**src/ps2mpd_pkg.sv**
```systemverilog
// ----------------------------------------------------------------------------
// PS/2 mouse packet decoder package
// Shared types and constants for the packet decoder modules.
// ----------------------------------------------------------------------------
package ps2mpd_pkg;

    // header byte bit positions
    localparam int HDR_LEFT    = 0;
    localparam int HDR_RIGHT   = 1;
    localparam int HDR_MIDDLE  = 2;
    localparam int HDR_ONE     = 3;
    localparam int HDR_X_SIGN  = 4;
    localparam int HDR_Y_SIGN  = 5;
    localparam int HDR_X_OVF   = 6;
    localparam int HDR_Y_OVF   = 7;

    localparam int NUM_BUTTONS = 3;
    localparam int OUT_POS_W   = 10;

    // event kinds
    localparam logic [1:0] EV_PRESS   = 2'd0;
    localparam logic [1:0] EV_RELEASE = 2'd1;
    localparam logic [1:0] EV_MOVE    = 2'd2;

    // button indexes
    localparam logic [1:0] BTN_LEFT   = 2'd0;
    localparam logic [1:0] BTN_RIGHT  = 2'd1;
    localparam logic [1:0] BTN_MIDDLE = 2'd2;

    // configuration register indexes
    localparam logic [1:0] CFG_ENABLED = 2'd0;
    localparam logic [1:0] CFG_WHEEL   = 2'd1;

    // byte position codes
    localparam logic [1:0] POS_HEADER = 2'd0;
    localparam logic [1:0] POS_X      = 2'd1;
    localparam logic [1:0] POS_Y      = 2'd2;
    localparam logic [1:0] POS_WHEEL  = 2'd3;

    typedef struct packed {
        logic [7:0] header;
        logic [7:0] x_byte;
        logic [7:0] y_byte;
    } t_packet;

    typedef struct packed {
        logic [1:0]           kind;
        logic [1:0]           button;
        logic [OUT_POS_W-1:0] x;
        logic [OUT_POS_W-1:0] y;
    } t_event;

endpackage

```
**src/ps2mpd_assembler.sv**
```systemverilog
// ----------------------------------------------------------------------------
// PS/2 mouse packet assembler
// Collects bytes into three- or four-byte packets, resyncs on bad headers.
// ----------------------------------------------------------------------------
module ps2mpd_assembler
    import ps2mpd_pkg::*;
(
    input  logic    i_clk,
    input  logic    i_rst_n,
    input  logic    i_wheel,       // four-byte packets
    input  logic    i_byte_valid,  // byte transfer while enabled
    input  logic [7:0] i_byte,
    output logic    o_completing,  // next byte closes a packet
    output logic    o_pkt_valid,
    output t_packet o_pkt
);

    logic [1:0] r_pos, n_pos;
    logic [7:0] r_hdr, n_hdr;
    logic [7:0] r_x, n_x;
    logic [7:0] r_y, n_y;

    assign o_completing = (r_pos == POS_WHEEL) || ((r_pos == POS_Y) && !i_wheel);

    always_comb begin
        n_pos = r_pos;
        n_hdr = r_hdr;
        n_x   = r_x;
        n_y   = r_y;
        if (i_byte_valid) begin
            unique case (r_pos)
                POS_HEADER: begin
                    n_hdr = i_byte;
                    n_pos = i_byte[HDR_ONE] ? POS_X : POS_HEADER;
                end
                POS_X: begin
                    n_x   = i_byte;
                    n_pos = POS_Y;
                end
                POS_Y: begin
                    n_y   = i_byte;
                    n_pos = i_wheel ? POS_WHEEL : POS_HEADER;
                end
                default: begin
                    n_pos = POS_HEADER;  // wheel byte ignored
                end
            endcase
        end
    end

    always_ff @(posedge i_clk) begin
        if (!i_rst_n) begin
            r_pos <= POS_HEADER;
            r_hdr <= '0;
            r_x   <= '0;
            r_y   <= '0;
        end else begin
            r_pos <= n_pos;
            r_hdr <= n_hdr;
            r_x   <= n_x;
            r_y   <= n_y;
        end
    end

    assign o_pkt_valid   = i_byte_valid && o_completing;
    assign o_pkt.header  = r_hdr;
    assign o_pkt.x_byte  = r_x;
    assign o_pkt.y_byte  = (r_pos == POS_Y) ? i_byte : r_y;

endmodule

```
**src/ps2mpd_decoder.sv**
```systemverilog
// ----------------------------------------------------------------------------
// PS/2 mouse packet decoder core
// Applies deltas to the pointer, tracks buttons, picks the event to report.
// ----------------------------------------------------------------------------
module ps2mpd_decoder
    import ps2mpd_pkg::*;
#(
    parameter int POSITION_BITS = 10
)
(
    input  logic    i_clk,
    input  logic    i_rst_n,
    input  logic    i_pkt_valid,
    input  t_packet i_pkt,
    output logic    o_ev_valid,
    output t_event  o_ev
);

    localparam int DW = (POSITION_BITS > 9) ? POSITION_BITS : 9;
    localparam int OW = (POSITION_BITS > OUT_POS_W) ? POSITION_BITS : OUT_POS_W;

    logic [POSITION_BITS-1:0] r_pos_x, n_pos_x;
    logic [POSITION_BITS-1:0] r_pos_y, n_pos_y;
    logic [NUM_BUTTONS-1:0]   r_buttons;

    logic signed [8:0]        dx9, dy9;
    logic [DW-1:0]            dx_ext, dy_ext, sum_x, dif_y;
    logic                     ovf, moved;
    logic [NUM_BUTTONS-1:0]   btn, changed;
    logic [OW-1:0]            ox, oy;

    assign ovf = i_pkt.header[HDR_X_OVF] || i_pkt.header[HDR_Y_OVF];
    assign dx9 = {i_pkt.header[HDR_X_SIGN], i_pkt.x_byte};
    assign dy9 = {i_pkt.header[HDR_Y_SIGN], i_pkt.y_byte};

    // sign-extending casts
    assign dx_ext = DW'(dx9);
    assign dy_ext = DW'(dy9);
    assign sum_x  = DW'(r_pos_x) + dx_ext;
    assign dif_y  = DW'(r_pos_y) - dy_ext;
    assign n_pos_x = sum_x[POSITION_BITS-1:0];
    assign n_pos_y = dif_y[POSITION_BITS-1:0];

    assign btn     = i_pkt.header[HDR_MIDDLE:HDR_LEFT];
    assign changed = btn ^ r_buttons;
    assign moved   = (n_pos_x != r_pos_x) || (n_pos_y != r_pos_y);

    assign ox = OW'(n_pos_x);
    assign oy = OW'(n_pos_y);

    always_comb begin
        o_ev.x      = ox[OUT_POS_W-1:0];
        o_ev.y      = oy[OUT_POS_W-1:0];
        o_ev.kind   = EV_MOVE;
        o_ev.button = BTN_LEFT;
        o_ev_valid  = 1'b0;
        if (i_pkt_valid && !ovf) begin
            // lowest changed button wins
            if (changed[HDR_LEFT]) begin
                o_ev_valid  = 1'b1;
                o_ev.kind   = btn[HDR_LEFT] ? EV_PRESS : EV_RELEASE;
                o_ev.button = BTN_LEFT;
            end else if (changed[HDR_RIGHT]) begin
                o_ev_valid  = 1'b1;
                o_ev.kind   = btn[HDR_RIGHT] ? EV_PRESS : EV_RELEASE;
                o_ev.button = BTN_RIGHT;
            end else if (changed[HDR_MIDDLE]) begin
                o_ev_valid  = 1'b1;
                o_ev.kind   = btn[HDR_MIDDLE] ? EV_PRESS : EV_RELEASE;
                o_ev.button = BTN_MIDDLE;
            end else if (moved) begin
                o_ev_valid  = 1'b1;
            end
        end
    end

    always_ff @(posedge i_clk) begin
        if (!i_rst_n) begin
            r_pos_x   <= POSITION_BITS'(8);
            r_pos_y   <= POSITION_BITS'(8);
            r_buttons <= '0;
        end else if (i_pkt_valid && !ovf) begin
            r_pos_x   <= n_pos_x;
            r_pos_y   <= n_pos_y;
            r_buttons <= btn;
        end
    end

endmodule

```
**src/ps2mpd_event_reg.sv**
```systemverilog
// ----------------------------------------------------------------------------
// PS/2 mouse event output register
// Holds one event until the receiver takes it.
// ----------------------------------------------------------------------------
module ps2mpd_event_reg
    import ps2mpd_pkg::*;
(
    input  logic   i_clk,
    input  logic   i_rst_n,
    input  logic   i_load,
    input  t_event i_ev,
    input  logic   i_take,
    output logic   o_full,
    output t_event o_ev
);

    logic   r_full;
    t_event r_ev;

    always_ff @(posedge i_clk) begin
        if (!i_rst_n) begin
            r_full <= 1'b0;
        end else if (i_load) begin
            r_full <= 1'b1;
        end else if (i_take) begin
            r_full <= 1'b0;
        end
    end

    always_ff @(posedge i_clk) begin
        if (i_load) begin
            r_ev <= i_ev;
        end
    end

    assign o_full = r_full;
    assign o_ev   = r_ev;

endmodule

```
**src/ps2_mouse_packet_decoder_top.sv**
```systemverilog
// ----------------------------------------------------------------------------
// PS/2 mouse packet decoder, top level
// Bytes in, pointer and button events out.
// ----------------------------------------------------------------------------
// Usage:
//   rx channel  (i_rx_valid / o_rx_ready / i_rx_byte): one mouse byte per
//     transfer. Bytes that do not close a packet are always taken, one per
//     cycle. A closing byte is taken whenever the event register is empty
//     or being drained in the same cycle, so the sustained rate is one byte
//     per cycle; the event register is the only thing that can stall rx.
//   evt channel (o_evt_valid / i_evt_ready / event fields): at most one
//     event per packet. The event appears in the cycle after the closing byte
//     transfer and holds until taken.
//   cfg channel (i_cfg_valid / o_cfg_ready / index / data): always ready.
//     Index 0 = enable, index 1 = wheel present; other indexes are dropped.
//     Write only while the block is idle.
//   Reset: packet assembly restarts at the header, pointer goes to (8, 8),
//     buttons read as released, block disabled, no event pending.
//   While disabled, bytes are taken and thrown away.
// ----------------------------------------------------------------------------
module ps2_mouse_packet_decoder_top
    import ps2mpd_pkg::*;
#(
    parameter int POSITION_BITS = 10
)
(
    input  logic       i_clk,
    input  logic       i_rst_n,
    // byte input
    input  logic       i_rx_valid,
    output logic       o_rx_ready,
    input  logic [7:0] i_rx_byte,
    // event output
    output logic       o_evt_valid,
    input  logic       i_evt_ready,
    output logic [1:0] o_event_kind,
    output logic [1:0] o_button_index,
    output logic [9:0] o_pointer_x,
    output logic [9:0] o_pointer_y,
    // configuration writes
    input  logic       i_cfg_valid,
    output logic       o_cfg_ready,
    input  logic [1:0] i_cfg_index,
    input  logic       i_cfg_data
);

    logic    r_enabled;
    logic    r_wheel;

    logic    rx_fire;
    logic    byte_valid;
    logic    completing;
    logic    pkt_valid;
    t_packet pkt;
    logic    ev_valid;
    t_event  ev;
    logic    out_full;
    logic    out_take;
    t_event  out_ev;

    // ---- configuration registers ----
    assign o_cfg_ready = 1'b1;

    always_ff @(posedge i_clk) begin
        if (!i_rst_n) begin
            r_enabled <= 1'b0;
            r_wheel   <= 1'b0;
        end else if (i_cfg_valid) begin
            unique case (i_cfg_index)
                CFG_ENABLED: r_enabled <= i_cfg_data;
                CFG_WHEEL:   r_wheel   <= i_cfg_data;
                default:     ;
            endcase
        end
    end

    // ---- input handshake ----
    // Only a packet-closing byte can produce an event, so only that byte
    // waits on the event register.
    assign out_take   = out_full && i_evt_ready;
    assign o_rx_ready = !r_enabled || !completing || !out_full || i_evt_ready;
    assign rx_fire    = i_rx_valid && o_rx_ready;
    assign byte_valid = rx_fire && r_enabled;

    ps2mpd_assembler u_asm (
        .i_clk        (i_clk),
        .i_rst_n      (i_rst_n),
        .i_wheel      (r_wheel),
        .i_byte_valid (byte_valid),
        .i_byte       (i_rx_byte),
        .o_completing (completing),
        .o_pkt_valid  (pkt_valid),
        .o_pkt        (pkt)
    );

    ps2mpd_decoder #(
        .POSITION_BITS (POSITION_BITS)
    ) u_dec (
        .i_clk       (i_clk),
        .i_rst_n     (i_rst_n),
        .i_pkt_valid (pkt_valid),
        .i_pkt       (pkt),
        .o_ev_valid  (ev_valid),
        .o_ev        (ev)
    );

    ps2mpd_event_reg u_out (
        .i_clk   (i_clk),
        .i_rst_n (i_rst_n),
        .i_load  (ev_valid),
        .i_ev    (ev),
        .i_take  (out_take),
        .o_full  (out_full),
        .o_ev    (out_ev)
    );

    assign o_evt_valid    = out_full;
    assign o_event_kind   = out_ev.kind;
    assign o_button_index = out_ev.button;
    assign o_pointer_x    = out_ev.x;
    assign o_pointer_y    = out_ev.y;

    // ---- checks ----
    // an event is only produced by an accepted byte
    a_ev_from_rx: assert property (@(posedge i_clk) disable iff (!i_rst_n)
        ev_valid |-> (rx_fire && r_enabled && completing))
        else $error("event without closing byte transfer");

    // a new event never overwrites one still waiting
    a_no_overwrite: assert property (@(posedge i_clk) disable iff (!i_rst_n)
        ev_valid |-> (!out_full || i_evt_ready))
        else $error("pending event overwritten");

    // disabled block leaves the assembler alone
    a_disabled_idle: assert property (@(posedge i_clk) disable iff (!i_rst_n)
        !r_enabled |-> !pkt_valid)
        else $error("packet completed while disabled");

    // move events always carry button index zero
    a_move_index: assert property (@(posedge i_clk) disable iff (!i_rst_n)
        (ev_valid && ev.kind == EV_MOVE) |-> (ev.button == BTN_LEFT))
        else $error("move event with nonzero button index");

endmodule
```
**config.mk**
```make
export PLATFORM = sky130hd
export DESIGN_NAME = ps2_mouse_packet_decoder_top
export DESIGN_NICKNAME = d
export VERILOG_FILES = /design/src/ps2mpd_pkg.sv /design/src/ps2mpd_assembler.sv /design/src/ps2mpd_decoder.sv /design/src/ps2mpd_event_reg.sv /design/src/ps2_mouse_packet_decoder_top.sv
export SDC_FILE = /design/constraint.sdc
export NUM_CORES = 1
export LEC_CHECK = 0
export ABC_CLOCK_PERIOD_IN_PS = 5050
export BUFFER_PORTS_ARGS = -buffer_cell sky130_fd_sc_hd__buf_2
export CAP_MARGIN = 25
export CORE_ASPECT_RATIO = 0.8
export CORE_UTILIZATION = 35
export CTS_BUF_LIST = sky130_fd_sc_hd__clkbuf_4
export CTS_CLUSTER_DIAMETER = 50
export CTS_CLUSTER_SIZE = 14
export DETAILED_ROUTE_END_ITERATION = 7
export PLACE_DENSITY = 0.61
export REMOVE_ABC_BUFFERS = 1
export SYNTH_ARGS = -nofsm -noshare
export SYNTH_HDL_FRONTEND = slang
export SYNTH_HIERARCHICAL = 1
export SYNTH_SLANG_ARGS = --single-unit
```
**constraint.sdc**
```tcl
create_clock -name i_clk -period 5.05 [get_ports i_clk]
set_clock_uncertainty 0.15 [all_clocks]
set_input_delay 1.01 -clock i_clk [delete_from_list [all_inputs] [get_ports i_clk]]
set_output_delay 1.01 -clock i_clk [all_outputs]
set_load 0.01 [all_outputs]
```
======== Word-level counts from Yosys, hierarchy flattened ========
Index checks and enable logic that the tools add are counted.
storage, ports and cells
  register bits after elaboration ......... 76
  logic and storage cells ................. 68
  output and inout bits ................... 27
  input bits .............................. 16
cells by class
  equal/unequal tests ..................... 6
  reduce and logical (&&, ||, !) cells .... 26
  bitwise gates (word level) .............. 2
  mux-type cells .......................... 17
  add/sub/neg operators ................... 2
operators by type and width
  cell                count
  $ne 10x10->1        2
  $mux 4              3
  $mux 1              11
  $add 10x10->10      1
  $sub 10x10->10      1
  $mux 8              1
  $reduce_and 2->1    4
  $logic_and 1x1->1   6
  $logic_or 1x1->1    6
  $pmux 2 s3          1
  $logic_not 1->1     5
  $eq 2x1->1 const B  2
  $eq 2x2->1 const B  2
  $logic_not 2->1     2
  $reduce_or 3->1     1
  $xor 3x3->3         1
  $mux 2              1
  $reduce_bool 2->1   1
  $reduce_or 2->1     1
  $not 1->1           1

======== Depth between registers and ports, before layout ========
Gate-level depths: netlist of the first run.
  word-level depth ........................ 13
  gate-level depth with buffers ........... 15
  gate-level depth less buffers ........... 13

======== Hierarchy ========
The synthesis of the first run kept the hierarchy.
by module, submodules not included
  module                        times used  cells an instance  area an instance (µm²)  sequential area each (µm²)
  ps2mpd_decoder                1           339                2,551.2                 460.4
  ps2mpd_assembler              1           113                1,064.8                 520.5
  ps2mpd_event_reg              1           27                 762.0                   740.7
  ps2_mouse_packet_decoder_top  1           16                 128.9                   40.0

======== Worst setup path before layout of the first run ========
OpenSTA, ideal clock, no wires.
  kind .................................... in2reg
  from .................................... in i_rx_byte[0]
  to ...................................... reg u_out.r_ev (netlist bit u_out/o_ev[0]), enable pin
  path slack .............................. 0.468 ns
  path buffers ............................ 0
  library setup time ...................... 0.406 ns
  arrival ................................. 4.025 ns
  data required time ...................... 4.494 ns
  cell stages on the path ................. 11
  cell sequence ........................... mux2_2 > ha_1 > fa_1 > nand2b_1 > a21oi_1 > o21ai_0 > a21oi_1 > xor2_1 > xor2_1 > nor4_1 > nor2_1
RTL lines
  element               line                                source
  start, declared       ps2_mouse_packet_decoder_top.sv:32  input logic [7:0] i_rx_byte,
  end signal, assigned  ps2mpd_event_reg.sv:32              r_ev <= i_ev;
  end, declared         ps2mpd_event_reg.sv:18              t_event r_ev;

==> results of run 1 <==
[critical path, stage by stage (launching register included)]
cell	delay [ns]
sky130_fd_sc_hd__dfxtp_1	0.44
sky130_fd_sc_hd__nand2b_1	0.13
sky130_fd_sc_hd__buf_4	0.18
sky130_fd_sc_hd__mux2_2	0.38
sky130_fd_sc_hd__ha_1	0.25
sky130_fd_sc_hd__fa_1	0.40
sky130_fd_sc_hd__nand2b_1	0.18
sky130_fd_sc_hd__a21oi_1	0.21
sky130_fd_sc_hd__xor2_1	0.15
sky130_fd_sc_hd__a2111oi_2	0.39
sky130_fd_sc_hd__nand4_1	0.12
sky130_fd_sc_hd__or4_1	0.47
sky130_fd_sc_hd__nor4_1	0.24
sky130_fd_sc_hd__nor2_2	0.05
sky130_fd_sc_hd__buf_4	0.25
sky130_fd_sc_hd__o21a_1	0.21
[flip-flops by register name, summed over array words and instances (netlist names)]
register         count
r_enabled            1
u_out/o_ev          24
u_asm/r_x            8
u_out/o_full         1
u_asm/r_hdr          7
u_asm/r_pos          2
r_wheel              1
u_dec/r_pos_x       10
u_dec/r_buttons      3
u_dec/r_pos_y       10
u_asm/r_y            8
[worst paths after layout]
check	startpoint	to	slack, ns	depth (start not counted)
setup / recovery	u_asm/r_pos[0]$_SDFFE_PN0P_	u_out/o_full$_SDFFE_PN0P_	0.77	15
setup reg to reg	u_asm/r_pos[0]$_SDFFE_PN0P_	u_out/o_full$_SDFFE_PN0P_	0.77	15
hold / removal	r_enabled$_SDFFE_PN0P_	r_enabled$_SDFFE_PN0P_	0.34	2
hold reg to reg	r_enabled$_SDFFE_PN0P_	r_enabled$_SDFFE_PN0P_	0.34	2
[through the flow]
step,utilization [%],cell area [um^2],hold slack [ns]
6_report,39.7,4890,0.338
5_1_grt,39.7,4890,0.365
4_1_cts,39.7,4890,0.336
2_1_floorplan,-,4300,0.288
3_5_place_dp,38.7,4760,0.309
3_3_place_gp,38.7,4760,0.297
[cells in the final DEF (no fill, tap or decap), drive strengths merged, types with 19 or more instances in the layout]
cell	count
dfxtp	51
inv	33
ha	19
nand3	26
a21boi	19
edfxtp	24
nand2	65
a21oi	19
o21ai	37
nor2	25
buf	46
[power by group]
group          internal [mW]  switching (mW)  leakage [nW]
logic                 0.0124          0.0218          1.20
clock network          0.107           0.255        0.0600
registers              0.620         0.00138         0.629
[per-layer routing]
metal	routed length [um]	global-route usage [%]	part of all wire (%)
met3	521	3.58	4.7
met5	0	0	0
met4	88	5.25	0.79
met2	4780	29.6	43
met1	5810	25.3	52
[final cells by class]
type	count	area, um^2
fillers	1232	7410
multi-input cells	358	2450
flip-flops and latches	75	1740
repair buffers	46	243
well taps	171	214
inverters	29	109
clock buffers	9	67.6
clock inverters	7	57.6
==> results_tabular.tex, run 1 <==
\begin{tabular}{lr}
\hline
Metric & Value \\
\hline
\multicolumn{2}{l}{\textbf{Global route}} \\
Antenna violations before repair & 0 \\
Via count of the first global-routing pass & 3460 \\
Global-route wire length before repair & 18.4 mm \\
Maximum number of pins on one net before global-route repair & 34 \\
Global routing usage summed across all routing layers & 18.5\% \\
Remaining global-route overflow & 0 \\
\multicolumn{2}{l}{\textbf{Floorplan}} \\
DIE HEIGHT & 103 um \\
Starting utilization of the core area & 36.4\% \\
Io pins & 43 \\
Full die area & 13200 um\^{}2 \\
Die span in x & 128 um \\
Row count & 36 \\
Placeable Area & 12300 um\^{}2 \\
\multicolumn{2}{l}{\textbf{Status}} \\
Outcome & completed \\
\multicolumn{2}{l}{\textbf{Worst setup path}} \\
Endpoint arrival time on the critical path & 4.50 ns \\
Setup crit start kind & flip-flop \\
Data required time of the worst path & 5.27 ns \\
Category of the critical setup timing path & reg2reg \\
Kind of end point of the critical path & flip-flop \\
Largest fanout on the critical path & 25 \\
\multicolumn{2}{l}{\textbf{Place}} \\
Final estimated routing congestion in global placement & 0.876 \\
DP Wirelength & 8.04 mm \\
Post-placement cell count & 679 \\
DP Worst Slack & 0.462 ns \\
PortBufs & 41 \\
\multicolumn{2}{l}{\textbf{Timing}} \\
Worst-case setup margin in the final layout & 0.768 ns \\
Worst slew slack as a fraction of its limit & 53.5\% \\
\# setup viols final & 0 \\
Total negative slack & 0 ns \\
Share of the clock period used by the worst path after layout & 84.8\% \\
Fin. Hold Viols & 0 \\
Final period demand of the worst path & 4.28 ns \\
Slew of the pin with the lowest slew margin & 0.697 ns \\
Max frequency & 0.234 GHz \\
Setup repair after global routing missed its margin & no \\
Final Max Slew Viols & 0 \\
\multicolumn{2}{l}{\textbf{Worst hold path}} \\
Path type of the worst min-delay path & reg2reg \\
\multicolumn{2}{l}{\textbf{Clock network}} \\
Clock Sinks & 75 \\
Maximum root-to-sink buffer count & 2 \\
H-tree Lvls & 3 \\
Clk pin slew, worst setup/hold paths & 0.14 ns \\
Clock tree from TritonCTS & built \\
Clock root buffer & sky130\_fd\_sc\_hd\_\_clkbuf\_4 \\
Cts bufs inserted & 9 \\
Resized Gates After CTS & 0 \\
Clock latency at the later pin of the worst-skew pair & 0.47 ns \\
Number of buffers inserted by hold repair at cts & 0 \\
Buffers inserted during post-CTS setup optimization & 0 \\
\multicolumn{2}{l}{\textbf{Drt}} \\
Final WL & 11.2 mm \\
Number of detailed-route iterations in the first pass & 5 \\
Via total after detailed routing & 3574 \\
Initial detailed-routing violation count & 345 \\
Via density per instance & 5.14 \\
Remaining antenna violation count & 0 \\
Routed wire per std cell & 16.1 um \\
DRC Markers & 0 \\
\multicolumn{2}{l}{\textbf{Cells and area}} \\
Finished Layout Cells & 695 \\
Layout overhead on the synthesized area & 9.26\% \\
Share of layout cells above drive strength 1 & 19.1\% \\
Number of inserted diodes & 0 \\
Layout Nets & 556 \\
\multicolumn{2}{l}{\textbf{Synth}} \\
Count of yosys warnings during synthesis & 6 \\
Syn Area/Cell & 9.09 um\^{}2 \\
Post-Syn Area & 4470 um\^{}2 \\
Post-Synthesis Cells & 492 \\
\multicolumn{2}{l}{\textbf{Power and ir drop}} \\
Leak & 1.89 nW \\
Design Power & 1.02 mW \\
Maximum resistive drop on vdd & 0.114 mV \\
Total power density per cell area & 208 nW/um\^{}2 \\
\multicolumn{2}{l}{\textbf{Job}} \\
Number of violations of the max-capacitance limit & 0 \\
\hline
\end{tabular}
No activity file was read; power rests on OpenSTA's default activity.
==> run 2, diff against run 1 <==
ABC_CLOCK_PERIOD_IN_PS = 3800   (was 5050)
PLACE_DENSITY = 0.63   (was 0.61)
clock period = 3.8 ns   (was 5.05 ns; I/O delays follow)
==> run 2 against run 1 <==
Effect of this change:
- cell count rose by 4.7%
- critical path depth did not move
- worst hold slack got worse by 0.018 ns
- clock power rose by 59%
- maximum frequency rose by 17%
- clock-buffer cell count rose by 1
- utilization rose by 3.7 points
- design area rose by 9.4%
- flip-flop and latch count did not move
- non-clock buffer count rose by 33
- total power rose by 42%
- largest cell class unchanged
==> results_tabular.tex, run 2 (synthesis results as in run 1) <==
\begin{tabular}{lr}
\hline
Metric & Value \\
\hline
\multicolumn{2}{l}{\textbf{Worst setup path}} \\
FF-to-FF End & u\_out/o\_full\$\_SDFFE\_PN0P\_ (unchanged) \\
Endpoint arrival time on the critical path & 3.85 ns (was 4.50 ns) \\
Levels on crit path & 15 (unchanged) \\
Data required time of the worst path & 3.99 ns (was 5.27 ns) \\
Origin of the worst setup path & u\_asm/r\_pos[0]\$\_SDFFE\_PN0P\_ (unchanged) \\
Number of cells on the worst reg-to-reg path & 15 (unchanged) \\
Category of the critical setup timing path & reg2reg (unchanged) \\
Kind of end point of the critical path & flip-flop (unchanged) \\
Minimum setup slack among reg-to-reg paths & 0.13 ns (was 0.77 ns) \\
Timing endpoint of the critical path & u\_out/o\_full\$\_SDFFE\_PN0P\_ (unchanged) \\
Largest fanout on the critical path & 6 (was 25) \\
Setup crit start kind & flip-flop (unchanged) \\
Critical path's largest stage delay & 0.55 ns (was 0.47 ns) \\
Max stage delay cell, worst path & sky130\_fd\_sc\_hd\_\_or4\_4 (was sky130\_fd\_sc\_hd\_\_or4\_1) \\
Origin of the critical flop-to-flop path & u\_asm/r\_pos[0]\$\_SDFFE\_PN0P\_ (unchanged) \\
Worst path buffer plus inverter count & 2 (unchanged) \\
Top delay family on crit path & simple AND/OR/NAND/NOR gates (unchanged) \\
Critical-path cell list & nand2b\_4 > mux2\_4 > ha\_2 > fa\_2 > buf\_4 > xnor2\_4 > xnor2\_2 > o221a\_1 > and4\_1 > nand4\_1 > or4\_4 > nor4\_4 > nor2\_4 > buf\_6 > o21a\_1 (was nand2b\_1 > buf\_4 > mux2\_2 > ha\_1 > fa\_1 > nand2b\_1 > a21oi\_1 > xor2\_1 > a2111oi\_2 > nand4\_1 > or4\_1 > nor4\_1 > nor2\_2 > buf\_4 > o21a\_1) \\
\multicolumn{2}{l}{\textbf{Power and ir drop}} \\
Clock network fraction of design power & 39.6\% (was 35.6\%) \\
Maximum resistive drop on vdd & 0.153 mV (was 0.114 mV) \\
Switching fraction of total power & 22.7\% (was 27.3\%) \\
Gate power share & 3.5\% (was 3.4\%) \\
Int Pwr & 1.12 mW (was 0.739 mW) \\
P\_sw & 0.329 mW (was 0.278 mW) \\
Leak & 2.12 nW (was 1.89 nW) \\
Total power density per cell area & 271 nW/um\^{}2 (was 208 nW/um\^{}2) \\
Part of the total power dissipated in sequential elements & 56.9\% (was 61.0\%) \\
\multicolumn{2}{l}{\textbf{Floorplan}} \\
Full die area & 13200 um\^{}2 (unchanged) \\
Placeable Area & 12300 um\^{}2 (unchanged) \\
Io pins & 43 (unchanged) \\
Starting utilization of the core area & 36.4\% (unchanged) \\
DIE HEIGHT & 103 um (unchanged) \\
Die span in x & 128 um (unchanged) \\
Row count & 36 (unchanged) \\
\multicolumn{2}{l}{\textbf{Global route}} \\
Via count of the first global-routing pass & 3438 (was 3460) \\
Global routing usage summed across all routing layers & 18.1\% (was 18.5\%) \\
Global-route wire length before repair & 18.2 mm (was 18.4 mm) \\
Remaining global-route overflow & 0 (unchanged) \\
Antenna violations before repair & 0 (unchanged) \\
Maximum number of pins on one net before global-route repair & 46 (was 34) \\
\multicolumn{2}{l}{\textbf{Place}} \\
PortBufs & 41 (unchanged) \\
Final estimated routing congestion in global placement & 0.875 (was 0.876) \\
DP Wirelength & 8.26 mm (was 8.04 mm) \\
\multicolumn{2}{l}{\textbf{Drt}} \\
Initial detailed-routing violation count & 221 (was 345) \\
Remaining antenna violation count & 0 (unchanged) \\
Via total after detailed routing & 3699 (was 3574) \\
Final WL & 11.1 mm (was 11.2 mm) \\
Via density per instance & 5.08 (was 5.14) \\
DRC Markers & 0 (unchanged) \\
Routed wire per std cell & 15.2 um (was 16.1 um) \\
Number of detailed-route iterations in the first pass & 4 (was 5) \\
\multicolumn{2}{l}{\textbf{Job}} \\
Number of violations of the max-capacitance limit & 0 (unchanged) \\
\multicolumn{2}{l}{\textbf{Worst hold path}} \\
Path type of the worst min-delay path & reg2reg (unchanged) \\
\multicolumn{2}{l}{\textbf{Timing}} \\
Max frequency & 0.273 GHz (was 0.234 GHz) \\
Fin. Hold Viols & 0 (unchanged) \\
Final Max Slew Viols & 0 (unchanged) \\
\# setup viols final & 0 (unchanged) \\
Worst slew slack as a fraction of its limit & 45.3\% (was 53.5\%) \\
Share of the clock period used by the worst path after layout & 96.5\% (was 84.8\%) \\
Final period demand of the worst path & 3.67 ns (was 4.28 ns) \\
Total negative slack & 0 ns (unchanged) \\
Slew of the pin with the lowest slew margin & 0.820 ns (was 0.697 ns) \\
\multicolumn{2}{l}{\textbf{Cells and area}} \\
Number of inserted diodes & 0 (unchanged) \\
Most frequent standard cell in the layout excluding fill and tap cells & sky130\_fd\_sc\_hd\_\_nand2\_1 (unchanged) \\
Final core area utilization & 43.5\% (was 39.7\%) \\
Max FFs per register & 24 (unchanged) \\
Sequential cell area in the final layout & 1740 um\^{}2 (about the same) \\
Filler instances & 1204 (was 1232) \\
Share of layout cells above drive strength 1 & 27.5\% (was 19.1\%) \\
Area of the multi-input gates & 2610 um\^{}2 (was 2450 um\^{}2) \\
Most used cells in the layout excluding fill and tap cells & sky130\_fd\_sc\_hd\_\_nand2\_1, sky130\_fd\_sc\_hd\_\_dfxtp\_1, sky130\_fd\_sc\_hd\_\_buf\_2 (unchanged) \\
Layout overhead on the synthesized area & 19.5\% (was 9.26\%) \\
Layout Nets & 589 (was 556) \\
\multicolumn{2}{l}{\textbf{Clock network}} \\
Maximum root-to-sink buffer count & 2 (unchanged) \\
Clock tree from TritonCTS & built (unchanged) \\
Clock latency at the later pin of the worst-skew pair & 0.44 ns (was 0.47 ns) \\
Clock Sinks & 75 (unchanged) \\
Number of buffers inserted by hold repair at cts & 0 (unchanged) \\
H-tree Lvls & 3 (unchanged) \\
Clock root buffer & sky130\_fd\_sc\_hd\_\_clkbuf\_4 (unchanged) \\
Cts bufs inserted & 9 (unchanged) \\
Clk pin slew, worst setup/hold paths & 0.12 ns (was 0.14 ns) \\
\multicolumn{2}{l}{\textbf{Status}} \\
Outcome & completed (unchanged) \\
\hline
\end{tabular}
run 2: worst min path at each step:
| stage | from | end | depth (start not counted) |
|---|---|---|---|
| floorplan | u_asm/r_y[0]$_SDFFE_PN0P_ | u_asm/r_y[0]$_SDFFE_PN0P_ | 2 |
| global placement | u_asm/r_hdr[6]$_SDFFE_PN0P_ | u_asm/r_hdr[6]$_SDFFE_PN0P_ | 2 |
| detailed placement | u_asm/r_hdr[6]$_SDFFE_PN0P_ | u_asm/r_hdr[6]$_SDFFE_PN0P_ | 2 |
| CTS | u_asm/r_hdr[6]$_SDFFE_PN0P_ | u_asm/r_hdr[6]$_SDFFE_PN0P_ | 2 |
| global route | u_asm/r_hdr[7]$_SDFFE_PN0P_ | u_asm/r_hdr[7]$_SDFFE_PN0P_ | 2 |
| finish | u_asm/r_hdr[6]$_SDFFE_PN0P_ | u_asm/r_hdr[6]$_SDFFE_PN0P_ | 2 |
run 2: final cells by class:
| class | count | area share [%] |
|---|---|---|
| clock buffer | 10 | 1.40 |
| timing repair buffer | 79 | 9.38 |
| clock inverter | 6 | 1.66 |
| multi-input combinational | 358 | 48.9 |
| tap | 171 | 4.00 |
| inverter | 29 | 2.04 |
| sequential | 75 | 32.6 |
run 2: worst register-to-register path, cell delays in order (launching register included):
cell	delay, ns
sky130_fd_sc_hd__dfxtp_2	0.34
sky130_fd_sc_hd__nand2b_4	0.14
sky130_fd_sc_hd__mux2_4	0.31
sky130_fd_sc_hd__ha_2	0.20
sky130_fd_sc_hd__fa_2	0.35
sky130_fd_sc_hd__buf_4	0.16
sky130_fd_sc_hd__xnor2_4	0.18
sky130_fd_sc_hd__xnor2_2	0.13
sky130_fd_sc_hd__o221a_1	0.18
sky130_fd_sc_hd__and4_1	0.18
sky130_fd_sc_hd__nand4_1	0.10
sky130_fd_sc_hd__or4_4	0.55
sky130_fd_sc_hd__nor4_4	0.20
sky130_fd_sc_hd__nor2_4	0.08
sky130_fd_sc_hd__buf_6	0.14
sky130_fd_sc_hd__o21a_1	0.18
run 2: timing repair:
item / 4_1_cts / 5_1_grt
hold endpoints to repair: 0 / 0
pin swaps: 9 / 6
cloned: 0 / 0
setup endpoints to repair: 25 / 25
buffers inserted: 1 / 2
gates resized for setup: 22 / 13
run 2: power by group through the flow:
stage,Clock [mW],Sequential (mW),Combinational (mW)
2_1_floorplan,0,0.842,0.0196
3_3_place_gp,0,0.843,0.0460
3_5_place_dp,0,0.843,0.0467
4_1_cts,0.592,0.825,0.0480
5_1_grt,0.630,0.826,0.0560
6_report,0.574,0.825,0.0504
run 2: through the flow:
| stage | cells | cell area [um^2] | power, mW | hold WS (ns) | setup slack, ns |
|---|---|---|---|---|---|
| detailed placement | 709 | 4990 | 0.890 | 0.308 | -0.456 |
| global placement | 709 | 4990 | 0.889 | 0.297 | -0.412 |
| floorplan | 462 | 4300 | 0.862 | 0.288 | -0.548 |
| global route | 728 | 5350 | 1.51 | 0.354 | -0.0135 |
| CTS | 726 | 5280 | 1.46 | 0.327 | 0.0298 |
| finish | 728 | 5350 | 1.45 | 0.321 | 0.134 |
run 2: metal layers:
metal / global-route usage, % / up-vias / part of all wire [%]
li1: - / 1863 / -
met1: 26.4 / 1743 / 52
met2: 27.0 / 86 / 42
met3: 3.84 / 7 / 5.2
met4: 4.52 / 0 / 0.69
met5: 0 / - / 0
